==> src/design/ble_pkg.sv <==
// Shared types and constants for the bounded list engine.
// No dependencies; imported by ble_cmp, ble_ctrl and bounded_list_engine_top.
`default_nettype none

package ble_pkg;

    localparam int ENTRIES   = 16;
    localparam int IDX_W     = $clog2(ENTRIES);
    localparam int CNT_W     = $clog2(ENTRIES + 1);
    localparam int VAL_W     = 32;
    localparam int POS_OUT_W = 4;
    localparam int CNT_OUT_W = 5;
    localparam int OP_W      = 3;
    localparam int RES_W     = 16;

    typedef enum logic [OP_W-1:0] {
        OP_INS_HEAD = 3'd0,
        OP_INS_SORT = 3'd1,
        OP_SEARCH   = 3'd2,
        OP_REMOVE   = 3'd3,
        OP_CLEAR    = 3'd4
    } op_t;

    typedef struct packed {
        logic                 found;
        logic [POS_OUT_W-1:0] position;
        logic                 rejected;
        logic [CNT_OUT_W-1:0] count;
        logic                 empty_res;
    } res_t;

endpackage

`default_nettype wire

==> src/design/bounded_list_engine_top.sv <==
// channel | dir | tdata (low bit first)                              | tuser
// s_      | in  | value[31:0]                                        | op[2:0]
// m_      | out | found, position[3:0], rejected, count[4:0], empty_res, zero fill | -
// One beat at a time: an item holds the sequencer until its result is passed on; the
// shortest items are clear, a spare code and a full insert, the longest a sorted insert
// into ENTRIES-1 entries. The table's single read port walks one entry a cycle in the
// scan and in the shift.
// Synchronous active-low reset empties the list; table contents are not cleared.
// A result waits in the output register; the next beat is taken once the sequencer idles.
// Depends on ble_pkg and ble_ctrl.
`default_nettype none

module bounded_list_engine_top (
    input  wire logic                        aclk,
    input  wire logic                        aresetn,
    input  wire logic                        s_tvalid,
    output logic                             s_tready,
    input  wire logic [ble_pkg::VAL_W-1:0]   s_tdata,   // value[31:0]
    input  wire logic [ble_pkg::OP_W-1:0]    s_tuser,   // op[2:0]
    output logic                             m_tvalid,
    input  wire logic                        m_tready,
    output logic [ble_pkg::RES_W-1:0]        m_tdata    // found, position[3:0], rejected,
                                                        // count[4:0], empty_res, zeros
);
    import ble_pkg::*;

    logic             res_valid, res_ready;
    res_t             res;
    logic             m_valid_reg, m_valid_next;
    logic [RES_W-1:0] m_data_reg, m_data_next;

    ble_ctrl u_ctrl (
        .aclk      (aclk),
        .aresetn   (aresetn),
        .in_valid  (s_tvalid),
        .in_ready  (s_tready),
        .in_op     (op_t'(s_tuser)),
        .in_value  ($signed(s_tdata)),
        .res_valid (res_valid),
        .res_ready (res_ready),
        .res       (res)
    );

    assign res_ready = !m_valid_reg || m_tready;

    always_comb begin
        m_valid_next = m_valid_reg;
        m_data_next  = m_data_reg;
        if (m_valid_reg && m_tready) begin
            m_valid_next = 1'b0;
        end
        if (res_valid && res_ready) begin
            m_valid_next = 1'b1;
            m_data_next  = {4'b0000, res.empty_res, res.count, res.rejected,
                            res.position, res.found};
        end
    end

    always_ff @(posedge aclk) begin
        if (!aresetn) begin
            m_valid_reg <= 1'b0;
        end else begin
            m_valid_reg <= m_valid_next;
        end
    end

    always_ff @(posedge aclk) begin
        m_data_reg <= m_data_next;
    end

    assign m_tvalid = m_valid_reg;
    assign m_tdata  = m_data_reg;

endmodule

`default_nettype wire

==> src/design/ble_cmp.sv <==
// Shared compare unit: equality and signed less-than of a stored entry vs the operand.
// Depends on ble_pkg.
`default_nettype none

module ble_cmp (
    input  wire logic signed [ble_pkg::VAL_W-1:0] entry,
    input  wire logic signed [ble_pkg::VAL_W-1:0] operand,
    output logic                                  eq,
    output logic                                  lt
);
    import ble_pkg::*;

    assign eq = (entry == operand);
    assign lt = (entry < operand);

endmodule

`default_nettype wire

==> src/design/ble_ctrl.sv <==
// Sequencer and entry table: walks the list one entry per cycle through the
// shared compare unit, then shifts entries up or down. Depends on ble_pkg, ble_cmp.
`default_nettype none

module ble_ctrl (
    input  wire logic                                 aclk,
    input  wire logic                                 aresetn,
    input  wire logic                                 in_valid,
    output logic                                      in_ready,
    input  wire ble_pkg::op_t                         in_op,
    input  wire logic signed [ble_pkg::VAL_W-1:0]     in_value,
    output logic                                      res_valid,
    input  wire logic                                 res_ready,
    output ble_pkg::res_t                             res
);
    import ble_pkg::*;

    typedef enum logic [4:0] {
        ST_IDLE  = 5'b00001,
        ST_SCAN  = 5'b00010,
        ST_SHIFT = 5'b00100,
        ST_WRITE = 5'b01000,
        ST_RESP  = 5'b10000
    } state_t;

    state_t                    state_reg, state_next;
    op_t                       op_reg, op_next;
    logic signed [VAL_W-1:0]   value_reg, value_next;
    logic [CNT_W-1:0]          cnt_reg, cnt_next;
    logic [IDX_W-1:0]          pos_reg, pos_next;
    logic                      found_reg, found_next;
    logic                      rej_reg, rej_next;
    logic [CNT_W-1:0]          rd_idx_reg, rd_idx_next;
    logic [IDX_W-1:0]          cmp_idx_reg, cmp_idx_next;
    logic                      dvld_reg, dvld_next;
    logic [IDX_W-1:0]          src_reg, src_next;
    logic [IDX_W-1:0]          wr_addr_reg, wr_addr_next;
    logic [CNT_W-1:0]          moves_reg, moves_next;
    logic                      up_reg, up_next;

    logic [VAL_W-1:0]          mem [ENTRIES];
    logic signed [VAL_W-1:0]   rd_data_reg;
    logic                      mem_we, mem_re;
    logic [IDX_W-1:0]          mem_waddr, mem_raddr;
    logic [VAL_W-1:0]          mem_wdata;

    logic                      cmp_eq, cmp_lt;
    logic                      full, hit, scan_end;
    logic [IDX_W-1:0]          hit_pos;

    ble_cmp u_cmp (
        .entry   (rd_data_reg),
        .operand (value_reg),
        .eq      (cmp_eq),
        .lt      (cmp_lt)
    );

    assign full     = (cnt_reg >= CNT_W'(ENTRIES));
    // sorted insert stops at the first entry not less than the operand
    assign hit      = dvld_reg && ((op_reg == OP_INS_SORT) ? !cmp_lt : cmp_eq);
    assign scan_end = hit || (rd_idx_reg >= cnt_reg);
    assign hit_pos  = hit ? cmp_idx_reg : IDX_W'(cnt_reg);

    assign in_ready      = (state_reg == ST_IDLE);
    assign res_valid     = (state_reg == ST_RESP);
    assign res.found     = found_reg;
    assign res.position  = POS_OUT_W'(pos_reg);
    assign res.rejected  = rej_reg;
    assign res.count     = CNT_OUT_W'(cnt_reg);
    assign res.empty_res = (cnt_reg == '0);

    always_comb begin
        state_next   = state_reg;
        op_next      = op_reg;
        value_next   = value_reg;
        cnt_next     = cnt_reg;
        pos_next     = pos_reg;
        found_next   = found_reg;
        rej_next     = rej_reg;
        rd_idx_next  = rd_idx_reg;
        cmp_idx_next = cmp_idx_reg;
        dvld_next    = dvld_reg;
        src_next     = src_reg;
        wr_addr_next = wr_addr_reg;
        moves_next   = moves_reg;
        up_next      = up_reg;
        mem_we       = 1'b0;
        mem_waddr    = wr_addr_reg;
        mem_wdata    = rd_data_reg;
        mem_re       = 1'b0;
        mem_raddr    = src_reg;

        case (state_reg)
            ST_IDLE: begin
                if (in_valid) begin
                    op_next     = in_op;
                    value_next  = in_value;
                    found_next  = 1'b0;
                    rej_next    = 1'b0;
                    pos_next    = '0;
                    rd_idx_next = '0;
                    dvld_next   = 1'b0;
                    case (in_op)
                        OP_INS_HEAD: begin
                            if (full) begin
                                rej_next   = 1'b1;
                                state_next = ST_RESP;
                            end else begin
                                found_next = 1'b1;
                                moves_next = cnt_reg;
                                src_next   = IDX_W'(cnt_reg - CNT_W'(1));
                                up_next    = 1'b0;
                                state_next = ST_SHIFT;
                            end
                        end
                        OP_INS_SORT: begin
                            if (full) begin
                                rej_next   = 1'b1;
                                state_next = ST_RESP;
                            end else begin
                                state_next = ST_SCAN;
                            end
                        end
                        OP_SEARCH, OP_REMOVE: begin
                            state_next = ST_SCAN;
                        end
                        OP_CLEAR: begin
                            cnt_next   = '0;
                            state_next = ST_RESP;
                        end
                        default: begin
                            state_next = ST_RESP;
                        end
                    endcase
                end
            end

            ST_SCAN: begin
                if (scan_end) begin
                    dvld_next = 1'b0;
                    case (op_reg)
                        OP_INS_SORT: begin
                            found_next = 1'b1;
                            pos_next   = hit_pos;
                            moves_next = cnt_reg - CNT_W'(hit_pos);
                            src_next   = IDX_W'(cnt_reg - CNT_W'(1));
                            up_next    = 1'b0;
                            state_next = ST_SHIFT;
                        end
                        OP_REMOVE: begin
                            if (hit) begin
                                found_next = 1'b1;
                                pos_next   = cmp_idx_reg;
                                moves_next = cnt_reg - CNT_W'(cmp_idx_reg) - CNT_W'(1);
                                src_next   = cmp_idx_reg + IDX_W'(1);
                                up_next    = 1'b1;
                                state_next = ST_SHIFT;
                            end else begin
                                state_next = ST_RESP;
                            end
                        end
                        default: begin
                            if (hit) begin
                                found_next = 1'b1;
                                pos_next   = cmp_idx_reg;
                            end
                            state_next = ST_RESP;
                        end
                    endcase
                end else begin
                    // read the next entry while the previous one is compared
                    mem_re       = 1'b1;
                    mem_raddr    = rd_idx_reg[IDX_W-1:0];
                    cmp_idx_next = rd_idx_reg[IDX_W-1:0];
                    rd_idx_next  = rd_idx_reg + CNT_W'(1);
                    dvld_next    = 1'b1;
                end
            end

            ST_SHIFT: begin
                if (dvld_reg) begin
                    mem_we = 1'b1;
                end
                if (moves_reg != '0) begin
                    mem_re       = 1'b1;
                    mem_raddr    = src_reg;
                    wr_addr_next = up_reg ? src_reg - IDX_W'(1) : src_reg + IDX_W'(1);
                    src_next     = up_reg ? src_reg + IDX_W'(1) : src_reg - IDX_W'(1);
                    moves_next   = moves_reg - CNT_W'(1);
                    dvld_next    = 1'b1;
                end else begin
                    dvld_next = 1'b0;
                    if (op_reg == OP_REMOVE) begin
                        cnt_next   = cnt_reg - CNT_W'(1);
                        state_next = ST_RESP;
                    end else begin
                        state_next = ST_WRITE;
                    end
                end
            end

            ST_WRITE: begin
                mem_we     = 1'b1;
                mem_waddr  = pos_reg;
                mem_wdata  = value_reg;
                cnt_next   = cnt_reg + CNT_W'(1);
                state_next = ST_RESP;
            end

            ST_RESP: begin
                if (res_ready) begin
                    state_next = ST_IDLE;
                end
            end

            default: begin
                state_next = ST_IDLE;
            end
        endcase
    end

    always_ff @(posedge aclk) begin
        if (!aresetn) begin
            state_reg <= ST_IDLE;
            cnt_reg   <= '0;
            dvld_reg  <= 1'b0;
        end else begin
            state_reg <= state_next;
            cnt_reg   <= cnt_next;
            dvld_reg  <= dvld_next;
        end
    end

    always_ff @(posedge aclk) begin
        op_reg      <= op_next;
        value_reg   <= value_next;
        pos_reg     <= pos_next;
        found_reg   <= found_next;
        rej_reg     <= rej_next;
        rd_idx_reg  <= rd_idx_next;
        cmp_idx_reg <= cmp_idx_next;
        src_reg     <= src_next;
        wr_addr_reg <= wr_addr_next;
        moves_reg   <= moves_next;
        up_reg      <= up_next;
    end

    always_ff @(posedge aclk) begin
        if (mem_we) begin
            mem[mem_waddr] <= mem_wdata;
        end
        if (mem_re) begin
            rd_data_reg <= mem[mem_raddr];
        end
    end

    a_found_not_rejected: assert property (@(posedge aclk) disable iff (!aresetn)
        res_valid |-> !(res.found && res.rejected))
        else $error("result both found and rejected");

    a_reject_only_full: assert property (@(posedge aclk) disable iff (!aresetn)
        (res_valid && res.rejected) |-> (cnt_reg == CNT_W'(ENTRIES)))
        else $error("insert rejected while list not full");

    a_write_grows: assert property (@(posedge aclk) disable iff (!aresetn)
        (state_reg == ST_WRITE) |=> (cnt_reg == ($past(cnt_reg) + CNT_W'(1))))
        else $error("insert did not grow the list");

    a_count_bound: assert property (@(posedge aclk) disable iff (!aresetn)
        (state_reg == ST_SHIFT) |-> (moves_reg <= cnt_reg))
        else $error("shift length beyond list size");

endmodule

`default_nettype wire
==> config.mk <==
export PLATFORM = sky130hd
export DESIGN_NAME = bounded_list_engine_top
export DESIGN_NICKNAME = d
export VERILOG_FILES = /design/src/design/ble_pkg.sv /design/src/design/bounded_list_engine_top.sv /design/src/design/ble_cmp.sv /design/src/design/ble_ctrl.sv
export SDC_FILE = /design/constraint.sdc
export NUM_CORES = 1
export LEC_CHECK = 0
export BUFFER_PORTS_ARGS = -buffer_cell sky130_fd_sc_hd__buf_2
export CORE_ASPECT_RATIO = 0.9
export CORE_UTILIZATION = 33
export DETAILED_ROUTE_END_ITERATION = 12
export GPL_ROUTABILITY_DRIVEN = 0
export HOLD_SLACK_MARGIN = 0.15
export SETUP_SLACK_MARGIN = 0.4
export SLEW_MARGIN = 20
export SYNTH_ARGS = -nofsm -noshare
export SYNTH_HDL_FRONTEND = slang
export SYNTH_SLANG_ARGS = --single-unit
==> constraint.sdc <==
create_clock -name aclk -period 5 [get_ports aclk]
set_input_delay 0.75 -clock aclk [delete_from_list [all_inputs] [get_ports aclk]]
set_output_delay 0.75 -clock aclk [all_outputs]
set_load 0.005 [all_outputs]
==> reports/results.tsv <==
metric	value	unit
gr ovfl total	0	
antenna fix cells	0	
via count	14668	
crit path max fanout	46	
Relative slew margins	30.7	%
R2R Path Start	u_ctrl.value_reg[31]	
DP Worst Slack	-0.385	ns
Clock Path Buffers	3	
Core Region	77800	sq um
Yosys top cell by area	edfxtp_1	
post-synth top area share	71.7	%
Syn Std Cell Area	26000	sq um
Primary FF master, synth	edfxtp_1	
CP Capture Point	u_ctrl.rd_data_reg[14]	
Worst Setup End Kind	register	
post-layout min period	4.50	ns
RSZ-0062 raised after global routing	yes	
Final Max Slew Viols	0	
WL final	65000	um
Reg power frac	50.0	%
worst-margin pin slew	1.03	ns
Fill cells	7026	
vias per inst	5.18	
Setup Skew	0.0446	ns
Synth Register Bits	632	
CTS buffer count	61	
Worst R2R Path Depth	15	
Total GRT Usage	16.1	%
# hold bufs at CTS	0	
HP Class	input port to register	
# clock sinks	632	
initial antenna violation count	1	
gate count after technology mapping	1614	
WP data required	5.37	ns
leakage	9.98	nW
max FFs per register	512	
Final #Nets	1839	
final setup margin	0.498	ns
area of the multi-input gates	6770	sq um
DIE HEIGHT	268	um
Rows	97	
synth cell count leaders	edfxtp_1 (620), mux2i_1 (264), o22ai_1 (129)	
number of I/O pins	57	
PD cells	412	nW/um^2
sequential standard cell area	18900	sq um
Avg WL per Cell	22.9	um
die width	298	um
period utilization	90.0	%
htree depth	2	
Hold Vio Cnt, Final	0	
number of max-cap violations	0	
EDFF count, synth	620	
asr flop ratio synth	0	%
Detail Placement HPWL	37300	um
Critical Path AT	4.88	ns
internal cell power	9.34	mW
WS Path Type	register to register	
largest net degree at the start of global routing	47	
1st-iter DRT viols	1357	
sw frac	25.6	%
Peak Freq	222	MHz
Synth-to-Final Area Change	17.1	%
drt first pass iters	5	
Seq/Total Area, Yosys	72.6	%
reg-to-reg endpoint	u_ctrl.rd_data_reg[14]	
DRC viols	0	
ANT nets after route	0	
clk root buf	clkbuf_16	
Port Buffer Count	52	
share of cells above drive strength 1	15.5	%
Avg Cell Area, Syn	16.1	sq um
Unique masters post-synth	60	
Clk pwr share	36.5	%
count leader, synth	edfxtp_1	
TritonCTS clock tree	built	
WHS	0.271	ns
initial core utilization	33.4	%
Synth area leaders	edfxtp_1 (72%), mux2i_1 (10%), o22ai_1 (3.1%), ha_1 (2.6%), o21ai_0 (1.0%)	
nature of the critical path startpoint	register	
clock slew seen by the registers of the worst setup and hold paths	0.06	ns
Hold Startpoint	s_tdata[13]	
synth warn	0	
worst vdd ir	321	uV
vias in the first global route	14296	
NetSw	3.21	mW
die area	79800	sq um
logic gate share of total power	13.5	%
first-pass GRT wire length	94900	um
outcome	completed	
Final setup violation count	0	
R2R Setup Slk	0.50	ns
Critical path origin	u_ctrl.value_reg[31]	
Worst-Skew Late Latency	0.66	ns
power by group through the flow:
stage	Combinational (mW)	Sequential (mW)	Clock, mW
2_1_floorplan	1.03	6.31	0
3_3_place_gp	1.64	6.37	0
3_5_place_dp	1.66	6.37	0
4_1_cts	1.68	6.26	4.67
5_1_grt	1.84	6.28	4.88
6_report	1.69	6.27	4.58
worst min path at each step:
stage          depth (start not counted)              endpoint  slack (ns)
6_report                               1  u_ctrl.value_reg[13]        0.27
5_1_grt                                1  u_ctrl.value_reg[13]        0.24
4_1_cts                                1  u_ctrl.value_reg[13]        0.23
3_5_place_dp                           0            m_tdata[0]        0.42
3_3_place_gp                           0            m_tdata[5]        0.41
2_1_floorplan                          0            m_tdata[0]        0.40
critical path: stages (launching register included):
cell,delay (ns)
edfxtp_1,0.38
inv_1,0.12
ha_2,0.36
nand4_1,0.11
buf_4,0.18
nor2_1,0.07
a221oi_2,0.24
o211ai_1,0.28
a2111o_1,0.46
a21oi_4,0.25
mux2i_4,0.30
buf_12,0.24
buf_16,0.30
mux2i_1,0.27
o22ai_1,0.10
or4_1,0.52
cells in the final DEF, fill, tap and decap left out, types with 28 or more instances in the layout:
cell type / count
o21ai_0: 48
clkbuf_16: 62
nor2_1: 35
ha_1: 52
buf_4: 71
nand2_1: 61
a21oi_1: 28
buf_2: 52
mux2i_1: 263
inv_1: 60
edfxtp_1: 620
o22ai_1: 129
or4_1: 32
logic make-up after synthesis:
group / share of synthesized area (%)
compound gates: 6.84
xor+xnor: 0.742
fa+ha+maj: 2.71
buf+inv: 2.40
flops: 72.6
mux: 10.2
other cells: 0.0144
simple gates: 4.49
metal layers:
metal | wire length, um | vias up | part of all wire [%] | global-route usage [%]
li1 | - | 6629 | - | -
met3 | 4460 | 91 | 6.9 | 2.78
met1 | 29500 | 7430 | 45 | 22.9
met2 | 29700 | 516 | 46 | 25.3
met4 | 1280 | 2 | 2.0 | 4.25
met5 | 13 | - | 0.020 | 0
stage by stage:
stage                     total power, mW  TNS (ns)  utilization (%)  area [sq um]  std cells
after floorplan                      7.34         0                -         26000       1617
after global placement               8.01     -1.72             36.3         28300       2711
after detailed placement             8.04     -3.88             36.4         28300       2712
after CTS                            12.6         0             39.0         30400       2830
after global routing                 13.0         0             39.1         30400       2834
final                                12.5         0             39.1         30400       2834
repair_timing:
item / CTS / global route
setup endpoints to repair: 47 / 34
pin swaps: 2 / 1
gates cloned: 0 / 0
gates resized for setup: 2 / 5
setup buffers: 5 / 4
cell type report:
type	instances	share of cell area (%)
clock buffers	76	5.27
multi-input cells	842	22.3
repair buffers	147	4.18
inverters	61	0.753
clock inverters	37	1.26
well taps	1039	4.27
flip-flops and latches	632	62.0
Power figures use the tool's default switching activity.
